$ cat config.mk
export PLATFORM = sky130hd
export DESIGN_NAME = c_source_word_tokenizer_core
export DESIGN_NICKNAME = d
export VERILOG_FILES = /design/src/hw/rtl/cswt_pkg.sv /design/src/hw/rtl/cswt_front.sv /design/src/hw/rtl/cswt_queue.sv /design/src/hw/rtl/cswt_back.sv /design/src/hw/rtl/c_source_word_tokenizer_core.sv
export SDC_FILE = /design/constraint.sdc
export NUM_CORES = 1
export LEC_CHECK = 0
export ABC_AREA = 1
export BUFFER_PORTS_ARGS = -buffer_cell sky130_fd_sc_hd__buf_2
export CORE_MARGIN = 8
export CORE_UTILIZATION = 30
export CTS_CLUSTER_SIZE = 20
export DETAILED_ROUTE_END_ITERATION = 8
export GPL_TIMING_DRIVEN = 0
export SLEW_MARGIN = 20
export SYNTH_ARGS = -nofsm -noshare
export SYNTH_HDL_FRONTEND = slang
export SYNTH_SLANG_ARGS = --single-unit
$ cat constraint.sdc
create_clock -name clk -period 2.27 [get_ports clk]
set_input_delay 0.454 -clock clk [delete_from_list [all_inputs] [get_ports clk]]
set_output_delay 0.454 -clock clk [all_outputs]
set_load 0.02 [all_outputs]
$ cat src/hw/rtl/cswt_pkg.sv
// Shared types and constants of the C source word tokenizer.
package cswt_pkg;

  localparam logic [7:0] CH_UNDERSCORE = 8'h5F;
  localparam logic [7:0] CH_HASH       = 8'h23;
  localparam logic [7:0] CH_QUOTE      = 8'h27;
  localparam logic [7:0] CH_DQUOTE     = 8'h22;
  localparam logic [7:0] CH_SLASH      = 8'h2F;
  localparam logic [7:0] CH_STAR       = 8'h2A;
  localparam logic [7:0] CH_BACKSLASH  = 8'h5C;

  localparam logic [7:0] WORD_LIMIT_RESET = 8'd100;

  localparam logic [2:0] K_IDENT   = 3'd0;
  localparam logic [2:0] K_OTHER   = 3'd1;
  localparam logic [2:0] K_CHARLIT = 3'd2;
  localparam logic [2:0] K_STRING  = 3'd3;
  localparam logic [2:0] K_SLASH   = 3'd4;

  typedef struct packed {
    logic [7:0] ch;
    logic       char_valid;
    logic [2:0] kind;
    logic       start_mark;
    logic       end_mark;
    logic       done;
  } cswt_result_t;

  // One queue entry: an optional identifier end marker followed by an optional result.
  typedef struct packed {
    logic         marker;
    logic         present;
    cswt_result_t res;
  } cswt_entry_t;

  localparam cswt_result_t MARKER_RESULT = '{ch: 8'd0, char_valid: 1'b0, kind: K_IDENT,
                                             start_mark: 1'b0, end_mark: 1'b1, done: 1'b0};

endpackage

$ cat src/hw/rtl/cswt_front.sv
// Front part: accepts source bytes, runs the lexer mode machine and builds queue entries.
module cswt_front (
  input  logic               clk,
  input  logic               rst,
  input  logic               accept,
  input  logic [7:0]         in_char,
  input  logic               end_of_input,
  input  logic [7:0]         word_limit,
  output logic               push,
  output cswt_pkg::cswt_entry_t entry
);
  import cswt_pkg::*;

  typedef enum logic [2:0] {
    M_IDLE, M_IDENT, M_CHARLIT, M_STRING, M_STR_ESC, M_SLASH, M_COMMENT, M_COMMENT_STAR
  } mode_t;

  mode_t        mode;
  mode_t        mode_next;
  logic [7:0]   word_length;
  logic [7:0]   word_length_next;
  logic [7:0]   limit;
  logic [8:0]   len;
  logic         is_space;
  logic         is_letter;
  logic         is_digit;
  logic         cut;
  cswt_result_t fresh_res;
  logic         fresh_present;
  mode_t        fresh_mode;
  logic [7:0]   fresh_length;

  assign limit     = (word_limit == 8'd0) ? 8'd1 : word_limit;
  assign is_space  = (in_char == 8'd32) || (in_char >= 8'd9 && in_char <= 8'd13);
  assign is_letter = (in_char >= 8'd65 && in_char <= 8'd90) ||
                     (in_char >= 8'd97 && in_char <= 8'd122);
  assign is_digit  = (in_char >= 8'd48 && in_char <= 8'd57);
  assign len       = {1'b0, word_length} + 9'd1;
  assign cut       = len >= {1'b0, limit};

  always_comb begin
    fresh_res     = '{ch: in_char, char_valid: 1'b1, kind: K_OTHER,
                      start_mark: 1'b1, end_mark: 1'b1, done: 1'b0};
    fresh_present = 1'b1;
    fresh_mode    = M_IDLE;
    fresh_length  = 8'd0;
    if (is_space) begin
      fresh_present = 1'b0;
    end else if (is_letter || in_char == CH_UNDERSCORE || in_char == CH_HASH) begin
      fresh_res.kind = K_IDENT;
      if (limit > 8'd1) begin
        fresh_res.end_mark = 1'b0;
        fresh_mode         = M_IDENT;
        fresh_length       = 8'd1;
      end
    end else if (in_char == CH_QUOTE) begin
      fresh_res.kind = K_CHARLIT;
      fresh_mode     = M_CHARLIT;
    end else if (in_char == CH_DQUOTE) begin
      fresh_res.kind = K_STRING;
      fresh_mode     = M_STRING;
    end else if (in_char == CH_SLASH) begin
      fresh_res.kind = K_SLASH;
      fresh_mode     = M_SLASH;
    end
  end

  always_comb begin
    mode_next        = mode;
    word_length_next = word_length;
    entry            = '{marker: 1'b0, present: 1'b0, res: fresh_res};
    if (end_of_input) begin
      entry.present = 1'b1;
      entry.res     = '{ch: 8'd0, char_valid: 1'b0, kind: K_IDENT, start_mark: 1'b0,
                        end_mark: (mode == M_IDENT), done: 1'b1};
      mode_next        = M_IDLE;
      word_length_next = 8'd0;
    end else begin
      unique case (mode)
        M_IDENT: begin
          if (is_letter || is_digit || in_char == CH_UNDERSCORE) begin
            entry.present = 1'b1;
            entry.res     = '{ch: in_char, char_valid: 1'b1, kind: K_IDENT,
                              start_mark: 1'b0, end_mark: cut, done: 1'b0};
            if (cut) begin
              mode_next        = M_IDLE;
              word_length_next = 8'd0;
            end else begin
              word_length_next = len[7:0];
            end
          end else begin
            entry.marker     = 1'b1;
            entry.present    = fresh_present;
            mode_next        = fresh_mode;
            word_length_next = fresh_length;
          end
        end
        M_CHARLIT: begin
          if (in_char == CH_QUOTE) mode_next = M_IDLE;
        end
        M_STRING: begin
          if (in_char == CH_BACKSLASH) mode_next = M_STR_ESC;
          else if (in_char == CH_DQUOTE) mode_next = M_IDLE;
        end
        M_STR_ESC: begin
          mode_next = M_STRING;
        end
        M_SLASH: begin
          if (in_char == CH_STAR) begin
            mode_next = M_COMMENT;
          end else begin
            entry.present = fresh_present;
            mode_next     = fresh_mode;
            if (fresh_mode == M_IDENT || fresh_present) word_length_next = fresh_length;
          end
        end
        M_COMMENT: begin
          if (in_char == CH_STAR) mode_next = M_COMMENT_STAR;
        end
        M_COMMENT_STAR: begin
          if (in_char == CH_SLASH) mode_next = M_IDLE;
          else if (in_char != CH_STAR) mode_next = M_COMMENT;
        end
        default: begin
          entry.present    = fresh_present;
          mode_next        = fresh_mode;
          word_length_next = fresh_length;
        end
      endcase
    end
  end

  assign push = accept && (entry.marker || entry.present);

  always_ff @(posedge clk) begin
    if (rst) begin
      mode        <= M_IDLE;
      word_length <= 8'd0;
    end else if (accept) begin
      mode        <= mode_next;
      word_length <= word_length_next;
    end
  end

endmodule

$ cat src/hw/rtl/cswt_queue.sv
// Short entry queue between the front and the back part.
module cswt_queue #(
  parameter int DEPTH = 4
) (
  input  logic                  clk,
  input  logic                  rst,
  input  logic                  push,
  input  cswt_pkg::cswt_entry_t wr_entry,
  input  logic                  pop,
  output cswt_pkg::cswt_entry_t rd_entry,
  output logic                  full,
  output logic                  not_empty
);
  import cswt_pkg::*;

  localparam int PTR_W = (DEPTH > 1) ? $clog2(DEPTH) : 1;
  localparam int CNT_W = $clog2(DEPTH + 1);

  cswt_entry_t       slots [DEPTH];
  logic [PTR_W-1:0]  wr_ptr;
  logic [PTR_W-1:0]  rd_ptr;
  logic [CNT_W-1:0]  count;

  assign full      = (count == CNT_W'(DEPTH));
  assign not_empty = (count != '0);
  assign rd_entry  = slots[rd_ptr];

  always_ff @(posedge clk) begin
    if (push) slots[wr_ptr] <= wr_entry;
  end

  always_ff @(posedge clk) begin
    if (rst) begin
      wr_ptr <= '0;
      rd_ptr <= '0;
      count  <= '0;
    end else begin
      if (push) wr_ptr <= (wr_ptr == PTR_W'(DEPTH - 1)) ? '0 : wr_ptr + PTR_W'(1);
      if (pop) rd_ptr <= (rd_ptr == PTR_W'(DEPTH - 1)) ? '0 : rd_ptr + PTR_W'(1);
      if (push && !pop) count <= count + CNT_W'(1);
      else if (pop && !push) count <= count - CNT_W'(1);
    end
  end

  a_count_bound: assert property (@(posedge clk) disable iff (rst)
    count <= CNT_W'(DEPTH)) else $error("queue count beyond depth");
  a_no_push_full: assert property (@(posedge clk) disable iff (rst)
    full && !pop |-> !push) else $error("push into full queue");

endmodule

$ cat src/hw/rtl/cswt_back.sv
// Back part: splits queue entries into result beats and holds the output register.
module cswt_back (
  input  logic                  clk,
  input  logic                  rst,
  input  cswt_pkg::cswt_entry_t head,
  input  logic                  head_valid,
  output logic                  pop,
  output logic                  out_valid,
  input  logic                  out_stall,
  output cswt_pkg::cswt_result_t out_res
);
  import cswt_pkg::*;

  logic         pend;
  cswt_result_t held;
  logic         load;

  assign load = !out_valid || !out_stall;
  assign pop  = load && !pend && head_valid;

  always_ff @(posedge clk) begin
    if (rst) begin
      out_valid <= 1'b0;
      pend      <= 1'b0;
    end else if (load) begin
      if (pend) begin
        out_res   <= held;
        pend      <= 1'b0;
        out_valid <= 1'b1;
      end else if (head_valid) begin
        out_valid <= 1'b1;
        if (head.marker) begin
          out_res <= MARKER_RESULT;
          held    <= head.res;
          pend    <= head.present;
        end else begin
          out_res <= head.res;
        end
      end else begin
        out_valid <= 1'b0;
      end
    end
  end

  a_pend_shown: assert property (@(posedge clk) disable iff (rst)
    pend |-> out_valid) else $error("pending result without a shown marker");
  a_marker_form: assert property (@(posedge clk) disable iff (rst)
    out_valid && !out_res.char_valid && !out_res.done |->
      out_res.end_mark && out_res.kind == K_IDENT && out_res.ch == 8'd0)
    else $error("byteless beat is not a word end marker");

endmodule

$ cat src/hw/rtl/c_source_word_tokenizer_core.sv
// Top level of the C source word tokenizer.
// Input channel: in_valid/in_stall carries one source byte (in_char) or an
// end mark (end_of_input) per beat. Output channel: out_valid/out_stall
// carries one result beat: out_char, char_valid, word_kind, word_start,
// word_end and input_done. Each input beat gives zero, one or two results.
// The configuration channel cfg_valid/cfg_ready writes word_limit from
// cfg_data; it is always ready and should be used only while the block idles.
// The front takes one byte per cycle while the queue is not full and writes
// at most one queue entry per byte; the back sends one result per cycle while
// the receiver does not stall, so a byte that ends an identifier and starts a
// new word gives two result beats. A result passes through the queue and the
// output register. When the receiver stalls, the output beat holds and the queue
// of QUEUE_DEPTH entries fills; in_stall rises once it is full. Reset clears
// the lexer mode, the queue and out_valid, and sets word_limit to 100.
module c_source_word_tokenizer_core #(
  parameter int QUEUE_DEPTH = 4
) (
  input  logic       clk,
  input  logic       rst,
  input  logic       in_valid,
  output logic       in_stall,
  input  logic [7:0] in_char,
  input  logic       end_of_input,
  output logic       out_valid,
  input  logic       out_stall,
  output logic [7:0] out_char,
  output logic       char_valid,
  output logic [2:0] word_kind,
  output logic       word_start,
  output logic       word_end,
  output logic       input_done,
  input  logic       cfg_valid,
  output logic       cfg_ready,
  input  logic [7:0] cfg_data
);
  import cswt_pkg::*;

  logic         [7:0] word_limit;
  logic               accept;
  logic               push;
  logic               pop;
  logic               full;
  logic               not_empty;
  cswt_entry_t        wr_entry;
  cswt_entry_t        head;
  cswt_result_t       out_res;

  assign cfg_ready = 1'b1;
  assign in_stall  = full;
  assign accept    = in_valid && !full;

  always_ff @(posedge clk) begin
    if (rst) begin
      word_limit <= WORD_LIMIT_RESET;
    end else if (cfg_valid && cfg_ready) begin
      word_limit <= cfg_data;
    end
  end

  cswt_front u_front (
    .clk          (clk),
    .rst          (rst),
    .accept       (accept),
    .in_char      (in_char),
    .end_of_input (end_of_input),
    .word_limit   (word_limit),
    .push         (push),
    .entry        (wr_entry)
  );

  cswt_queue #(.DEPTH(QUEUE_DEPTH)) u_queue (
    .clk       (clk),
    .rst       (rst),
    .push      (push),
    .wr_entry  (wr_entry),
    .pop       (pop),
    .rd_entry  (head),
    .full      (full),
    .not_empty (not_empty)
  );

  cswt_back u_back (
    .clk        (clk),
    .rst        (rst),
    .head       (head),
    .head_valid (not_empty),
    .pop        (pop),
    .out_valid  (out_valid),
    .out_stall  (out_stall),
    .out_res    (out_res)
  );

  assign out_char   = out_res.ch;
  assign char_valid = out_res.char_valid;
  assign word_kind  = out_res.kind;
  assign word_start = out_res.start_mark;
  assign word_end   = out_res.end_mark;
  assign input_done = out_res.done;

endmodule
Word-level counts from Yosys, hierarchy flattened
Memory sizes are Yosys's and may differ from the RTL's. A register that Yosys moved wholly into a read port is not among the register bits.
Index checks and enable logic that the tools add are counted.
W data, S select, Z words.
Cells by class
  $add $sub $neg: 5
  magnitude comparators: 10
  equality and inequality tests: 28
  muxes and demuxes: 61
  bitwise logic cells: 2
  reductions and logical operators: 34
Operators by type and width (count)
  $mux W3: 22
  $mux W8: 8
  $eq A8 B6 Y1 const B: 6
  $mux W15: 3
  $pmux W8 S3: 1
  $pmux W3 S7: 1
  $mux W1: 18
  $eq A8 B7 Y1 const B: 2
  $ge A8 B7 Y1 const B: 2
  $le A8 B7 Y1 const B: 2
  $mux W16: 1
  $eq A3 B3 Y1 const B: 5
  $mux W6: 2
  $logic_and A1 B1 Y1: 10
  $add A8 B1 Y9 const B: 1
  $ge A9 B8 Y1: 1
  $logic_or A1 B1 Y1: 9
  $ne A3 B2 Y1 const B: 3
  $ge A8 B4 Y1 const B: 1
  $ge A8 B6 Y1 const B: 1
  $gt A8 B1 Y1 const B: 1
  $le A8 B4 Y1 const B: 1
  $le A8 B6 Y1 const B: 1
  $logic_not A8 Y1: 1
  other kinds (22): 37
Storage, ports and cells
  register bits after elaboration: 58
  memory bits (writable): 68
  memories kept: 1
Memories
  u_queue.slots: words 4, width 17, rd ports 1, clocked after memory_dff 1, wr ports 1, RTL line cswt_queue.sv:19  | cswt_entry_t slots [DEPTH];

Logic depth before layout (Yosys ltp)
Gate-level depths: netlist of run 1.
  depth after elaboration: 16
  gate-level depth with buffers: 19
  mapped depth without buffers: 19

Hierarchy
From an unflattened synthesis of run 1, not the netlist that was laid out.
Second synthesis, totals
  cell total of the unflattened synthesis: 613
  area total of the unflattened synthesis: 6094.6 um2
By module, submodules not included
  cswt_queue: instances 1, cells an instance 224, area each 3041.7 um2, seq. area each 2222.1 um2
  cswt_front: instances 1, cells an instance 272, area each 1545.2 um2, seq. area each 220.2 um2
  cswt_back: instances 1, cells an instance 68, area each 1178.6 um2, seq. area each 940.9 um2
  c_source_word_tokenizer_core: instances 1, cells an instance 49, area each 329.1 um2, seq. area each 160.2 um2

Worst setup path after synthesis of run 1
Ideal clock, no wire load.
  path kind: input -> register
  from: input port in_char[3]
  to: memory u_queue.slots[0][0] (netlist name) (enable)
  setup time: 0.391 ns
  data arrival time: 1.994 ns
  required time: 1.879 ns
  path slack: -0.115 ns
  stages: 10
  path buffers: 1
  path through: buf_6 > nand2_2 > inv_1 > nand2_1 > nand3_1 > o21a_2 > nand3_1 > nand4_1 > nand2_2 > nor2_1
On the way
  longest elaborated chain between the ends: 12
  elaborated cells on any way between the ends: 31
  those cells by class: 8 x order compare; 3 x eq/ne; 10 x mux; 10 x reduce/logical
RTL lines
  start: declaration: RTL line c_source_word_tokenizer_core.sv:22  | input logic [7:0] in_char,
  $ge A8 B7 Y1, or another cell as far along: RTL line cswt_front.sv:35  | assign is_letter = (in_char >= 8'd65 && in_char <= 8'd90) ||
  $logic_and A1 B1 Y1 (on tied branches): RTL line cswt_front.sv:35, cswt_front.sv:36
  $logic_or A1 B1 Y1: RTL line cswt_front.sv:35
  $logic_or A1 B1 Y1 (2 in a row): RTL line cswt_front.sv:81  | if (is_letter || is_digit || in_char == CH_UNDERSCORE) begin
  $mux W1: RTL line cswt_front.sv:81
  $pmux W1 S3 or $mux W1 (tied branches): RTL line cswt_front.sv:79  | unique case (mode)
  $mux W16 or $mux W1 (tied branches): RTL line cswt_front.sv:72  | if (end_of_input) begin
  $logic_or A1 B1 Y1 (*): RTL line cswt_front.sv:133  | assign push = accept && (entry.marker || entry.present);
  $logic_and A1 B1 Y1 (*): RTL line cswt_front.sv:133
  $mux W1 (*): RTL line cswt_queue.sv:29  | if (push) slots[wr_ptr] <= wr_entry;
  $mux W1 (implied by the code) (*): RTL line cswt_queue.sv:29
  end: declaration: RTL line cswt_queue.sv:19
Mark *: on every way between the ends. The rest lies on a longest branch, timed or not.

Final worst setup path of run 1
  from: register u_front.word_length[0]
  to: register u_front.word_length[1]
On the way
  longest elaborated chain between the ends: 6
RTL lines
  start: declaration: RTL line cswt_front.sv:20  | logic [7:0] word_length;
  start signal: assignment: RTL line cswt_front.sv:141  | word_length <= word_length_next;
  $add A8 B1 Y9 (*): RTL line cswt_front.sv:38  | assign len = {1'b0, word_length} + 9'd1;
  $ge A9 B8 Y1: RTL line cswt_front.sv:39  | assign cut = len >= {1'b0, limit};
  $mux W8 (*): RTL line cswt_front.sv:85  | if (cut) begin
  $mux W8 (*): RTL line cswt_front.sv:81
  $pmux W8 S3 (*): RTL line cswt_front.sv:79
  $mux W8 (*): RTL line cswt_front.sv:72
Marked as above.
A chain may end at the register's enable or synchronous reset.

==> results of run 1 <==
==> worst paths after layout <==
check	from	endpoint	cells after the start	slack, ps
max reg2reg	u_front.word_length[0]	u_front.word_length[1]	18	-70
min	cfg_data[2]	word_limit[2]	3	250
min reg2reg	word_limit[0]	word_limit[0]	2	470
max	u_front.word_length[0]	u_front.word_length[1]	18	-70
==> critical path, delay by kind of cell (launching register included) <==
family / cells / cell delay [ps]
fa+ha+maj: 1 / 310
flops: 1 / 380
buf+inv: 2 / 210
compound gates: 2 / 200
xor+xnor: 1 / 160
simple gates: 12 / 1020
==> synth_stat cells, types with 6 or more instances <==
| cell | number |
|---|---|
| nand2_2 | 12 |
| edfxtp_1 | 98 |
| nand3_1 | 24 |
| ha_1 | 15 |
| a22o_1 | 14 |
| dfxtp_1 | 30 |
| nand2_1 | 70 |
| nor2_1 | 83 |
| o22ai_1 | 16 |
| nor3_1 | 6 |
| inv_1 | 62 |
| clkbuf_1 | 12 |
| a21oi_1 | 33 |
| o21ai_0 | 56 |
| nand4_1 | 10 |
==> metrics by stage <==
stage               instance area, um2  total power, uW
CTS                               7224             8087
floorplan                         5863             4592
global placement                  6380             5160
detailed placement                6449             5231
global route                      7291             8472
finish                            7291             8036
==> placed cells by master (no fill, tap or decap), drive strengths merged <==
| master | count |
|---|---|
| xor2 | 5 |
| o211a | 1 |
| clkinv | 4 |
| ha | 15 |
| a31oi | 1 |
| a21oi | 34 |
| nand3b | 2 |
| nor4 | 1 |
| bufinv | 4 |
| fa | 1 |
| nor2 | 86 |
| a22o | 14 |
| o21a | 1 |
| clkbuf | 30 |
| conb | 1 |
| dfxtp | 30 |
| or2 | 1 |
| nand2 | 82 |
| a32oi | 1 |
| o22ai | 16 |
| nor3 | 6 |
| nand3 | 26 |
| nand4 | 10 |
| buf | 61 |
| clkinvlp | 5 |
| o21ai | 57 |
| a32o | 1 |
| xnor2 | 1 |
| edfxtp | 98 |
| inv | 67 |
==> state kept, by name, indices dropped and copies added (netlist names), named ones only <==
signal	cells
u_back.out_valid	1
word_limit	8
u_queue.count	3
u_front.mode	3
u_front.word_length	8
u_back.pend	1
u_queue.slots	68
u_back.out_res	15
u_back.held	15
u_queue.wr_ptr	2
u_queue.rd_ptr	2
==> where the power goes <==
group,leakage [uW],switching (uW),total (uW),internal (uW)
clock,0.000284,985,2810,1830
combinational,0.00145,1360,2030,678
sequential,0.00116,122,3190,3060
total,0.00290,2460,8040,5570
==> cell type report <==
cell class,instances,share of cell area
plain buffers,19,0.01339
clock buffers,18,0.05886
repair buffers,54,0.04651
clock inverters,14,0.02574
inverters,66,0.03432
flip-flops and latches,128,0.4870
well taps,265,0.04548
multi-input cells,363,0.2887
==> cell families after synthesis <==
| kind of cell | synth area share |
|---|---|
| xor+xnor | 0.009048 |
| flops | 0.6101 |
| fa+ha+maj | 0.03576 |
| compound gates | 0.1249 |
| simple gates | 0.1616 |
| buf+inv | 0.05795 |
| other cells | 0.0006457 |
==> per-layer routing <==
layer,vias up,track usage,wire (um)
li1,2140,-,-
met1,1972,0.1266,5544
met2,73,0.1938,6716
met3,11,0.03745,744
met4,2,0.04386,99
met5,-,0,10
==> timing repair <==
action / CTS / global route
hold buffers: 0 / 0
gates resized for setup: 20 / 11
gates cloned: 0 / 0
pin swaps: 14 / 8
setup endpoints to repair: 71 / 70
buffers inserted: 10 / 3
==> reports/metrics.csv, run 1 <==
metric;value;unit
initial antenna violation count;1;
clk_lat worst skew;420;ps
antenna-violating nets left;0;
Worst setup SP type;flop;
root buffer cell;clkbuf_16;
vias in the first global route;4195;
dpl ws;-423.3;ps
Std-Cell Rows;51;
Crit Path Category;flop to flop;
fmax;427.3;MHz
syn avg cell area;10.08;um2
DR iter-0 viols;239;
dpl cells;882;
die footprint;0.02407;mm2
Tot GR Track Use;0.1125;
RSZ-0062 raised after global routing;yes;
final worst path period share;1.031;
total area of sequential cells;0.003551;mm2
share of the synthesized area in the top cell type;0.5067;
Primary FF master, synth;edfxtp_1;
failing checks;negative setup slack;
CTS tree;done;
Antenna diodes;0;
CP cell instances;nand2_4 -> nor2_4 -> nand3_2 -> nand3b_1 -> xnor2_2 -> ha_1 -> nand2_1 -> nor2_1 -> nand2_1 -> nand2_1 -> nor2_1 -> inv_1 -> nor2_2 -> nand2_2 -> buf_4 -> nor2_1 -> o21ai_0 -> a21oi_1;
max_cap viols;0;
EDFF count, synth;98;
Syn. warnings;0;
Layout area overhead;25.53;%
Slowest-stage cell, CP;dfxtp_4;
Final Util;0.3796;
pwr dens;1102;mW/mm2
TritonCTS Sinks;128;
core area;0.01921;mm2
CTS Buf Count;17;
pin count of the biggest net entering global routing;17;
Setup crit end kind;flop;
area of the multi-input gates;0.002105;mm2
setup TNS;-657.3;ps
share of cells above drive strength 1;0.2175;
via count;4198;
outcome;complete, but fails checks;
Via density;4.529;
final setup margin;-70.09;ps
Synth area leaders;edfxtp_1 (51%), dfxtp_1 (10%), nor2_1 (5.4%);
Hold Crit Class;primary input to flop;
Final Hold Violating Endpoints;0;
Residual DRC;0;
Final Critical Period;2340;ps
CP arrival;2690;ps
Initial Util;0.3024;
Least-Margin Pin Slew;614.1;ps
CTS max path bufs;2;
clock skew;5.667;ps
Synth area leader;edfxtp_1;
post-synthesis register bit count;128;
Clk pin slew, worst setup/hold paths;50;ps
cell area after synthesis;0.005808;mm2
Port-buffer cells;37;
Die Y;155.1;um
final setup fails;16;
first-pass GRT wire length;20910;um
Max rail drop VDD;0.0004628;V
die span in x;155.1;um
Critical Path RT;2620;ps
Final HPWL DP;9249;um
syn nets;614;
htree depth;4;
final-report max-slew violation count;0;
hold slack;253.5;ps
Syn Inst Count;576;
Final #Nets;687;
grt total ovfl;0;
Routed wire per std cell;14.15;um
Fill cells;1882;
final RePlAce weighted congestion;0.7970;
Crit path largest cell delay;380;ps
I/O pin count;40;
sequential fraction of the synthesis area;0.6101;
Pre-Repair DR Iteration Count;4;
Slew HR;0.5906;
final std cells w/o fill;927;
Max FO, Critical Path;5;
leak pwr;0.002899;uW
synth unique cells;37;
Routed WL;13120;um
Post-synth ARST share;0;
(Power assumes the default switching activity.)
==> inputs of run 2 (changes only) <==
--- a/config.mk
+++ b/config.mk
@@ -12,6 +12,8 @@
 export CTS_CLUSTER_SIZE = 20
 export DETAILED_ROUTE_END_ITERATION = 8
 export GPL_TIMING_DRIVEN = 0
+export PLACE_DENSITY_LB_ADDON = 0.12
+export SKIP_CTS_REPAIR_TIMING = 1
 export SLEW_MARGIN = 20
 export SYNTH_ARGS = -nofsm -noshare
 export SYNTH_HDL_FRONTEND = slang
==> reports/metrics.csv, run 2 (same netlist as run 1, synthesis figures left out) <==
metric;value;unit;change
Top Registers;u_queue.slots x68, u_back.held x15, u_back.out_res x15;;
Die Y;155.1;um;unchanged
CTS tree;done;;
Final Critical Period;2462;ps;+121.9 ps
clk_lat worst skew;410;ps;about the same
area of the multi-input gates;0.002187;mm2;+3.9%
setup TNS;-1740;ps;-1083 ps
Std-Cell Rows;51;;unchanged
first-pass GRT wire length;21960;um;+5.0%
Initial Util;0.3024;;unchanged
Clk pin slew, worst setup/hold paths;50;ps;about the same
failing checks;negative setup slack;;
Critical Path RT;2600;ps;-20 ps
core area;0.01921;mm2;unchanged
Max rail drop VDD;0.0005139;V;+11%
Residual DRC;0;;unchanged
Routed wire per std cell;15.29;um;+8.1%
Tot GR Track Use;0.1199;;+0.007384
htree depth;4;;unchanged
hold slack;261.2;ps;+7.699 ps
Setup crit end kind;flop;;
dpl ws;-471.8;ps;-48.56 ps
pwr dens;1080;mW/mm2;-2.0%
Final HPWL DP;10090;um;+9.1%
Slew HR;0.5226;;-0.06797
dpl cells;882;;unchanged
Via density;4.560;;+0.70%
Pre-Repair DR Iteration Count;5;;+1
grt total ovfl;0;;unchanged
root buffer cell;clkbuf_16;;
Layout area overhead;26.20;%;
fmax;406.2;MHz;-5.0%
Crit Path Category;flop to flop;;
final std cells w/o fill;926;;-0.11%
I/O pin count;40;;unchanged
Routed WL;14160;um;+7.9%
final-report max-slew violation count;0;;unchanged
Largest Register;u_queue.slots;;
most common cell after layout, fill and taps aside;edfxtp_1;;
Hold Crit Class;primary input to flop;;
combinational share of power;0.267;;+0.014
TritonCTS Sinks;128;;unchanged
max_cap viols;0;;unchanged
RSZ-0062 raised after global routing;yes;;
Clock Power Share;0.330;;-0.020
die span in x;155.1;um;unchanged
via count;4223;;+0.60%
final worst path period share;1.085;;+0.05372
final setup margin;-192.0;ps;-121.9 ps
Worst setup SP type;flop;;
total area of sequential cells;0.003558;mm2;+0.21%
leak pwr;0.002902;uW;about the same
outcome;complete, but fails checks;;
Antenna diodes;0;;unchanged
Seq pwr share;0.402;;+0.005
antenna-violating nets left;0;;unchanged
Max FO, Critical Path;5;;unchanged
DR iter-0 viols;201;;-16%
max reg flops;68;;unchanged
most frequent cells in the layout;edfxtp_1 (98), nor2_1 (73), nand2_1 (63);;
Final Util;0.3816;;+0.002020
CTS Buf Count;17;;unchanged
CP arrival;2790;ps;+100 ps
Final Hold Violating Endpoints;0;;unchanged
Int Pwr;5380;uW;-3.5%
Fill cells;1910;;+1.5%
sw frac;0.3207;;+0.01413
final setup fails;15;;-1
clock skew;8.503;ps;+2.836 ps
vias in the first global route;4078;;-2.8%
CTS max path bufs;2;;unchanged
final RePlAce weighted congestion;0.8140;;+2.1%
Final #Nets;686;;-0.15%
pin count of the biggest net entering global routing;17;;unchanged
initial antenna violation count;0;;-1
die footprint;0.02407;mm2;unchanged
share of cells above drive strength 1;0.2466;;+0.02907
Least-Margin Pin Slew;716.0;ps;+102.0 ps
NetSw;2539;uW;+3.1%
Port-buffer cells;37;;unchanged
## run 2: worst paths after layout
path | from | endpoint | slack [ps] | cells past startpoint
setup / recovery | u_front.word_length[0] | u_front.mode[2] | -190 | 19
hold / removal | cfg_data[2] | word_limit[2] | 260 | 3
setup reg to reg | u_front.word_length[0] | u_front.mode[2] | -190 | 19
hold reg to reg | word_limit[0] | word_limit[0] | 460 | 2
## run 2: metrics by stage
| stage | total power [uW] | area (um2) |
|---|---|---|
| CTS | 7917 | 7008 |
| global placement | 5231 | 6380 |
| global route | 8366 | 7330 |
| floorplan | 4592 | 5863 |
| finish | 7919 | 7330 |
| detailed placement | 5293 | 6437 |
## run 2: power groups by stage
stage	clock, uW	combinational, uW	sequential, uW
finish	2610	2120	3190
global route	2770	2370	3220
CTS	2660	2070	3190
detailed placement	0	2060	3240
global placement	0	1990	3240
floorplan	0	1210	3380
## run 2: cell type report
cell class / instances / area share
flip-flops and latches: 128 / 0.4855
multi-input cells: 363 / 0.2984
clock buffers: 18 / 0.05855
well taps: 265 / 0.04524
repair buffers: 54 / 0.04473
inverters: 66 / 0.03551
clock inverters: 14 / 0.01929
plain buffers: 18 / 0.01280
## run 2: layer usage
layer  GRT usage  vias to the layer above  share of wire
met3     0.02718                       10          0.036
met4     0.04760                        0          0.011
li1            -                     2144              -
met1      0.1416                     2010           0.44
met2      0.2076                       59           0.51
met5           0                        -              0
## run 2: worst max-delay path: stages, from the launching register on
cell and delay (ps):
dfxtp_4 380, nand2_4 60, nor2_4 130, nand3_2 90, nand3b_1 210, xnor2_2 200, ha_1 270, nand2_1 60
nor2_1 40, nand2_1 50, nand2_1 50, nor2_1 100, inv_1 60, nor2_2 130, nand2_4 120, nand2_4 100
nand2_4 60, nand2_4 70, nand2_2 50, a21oi_2 140
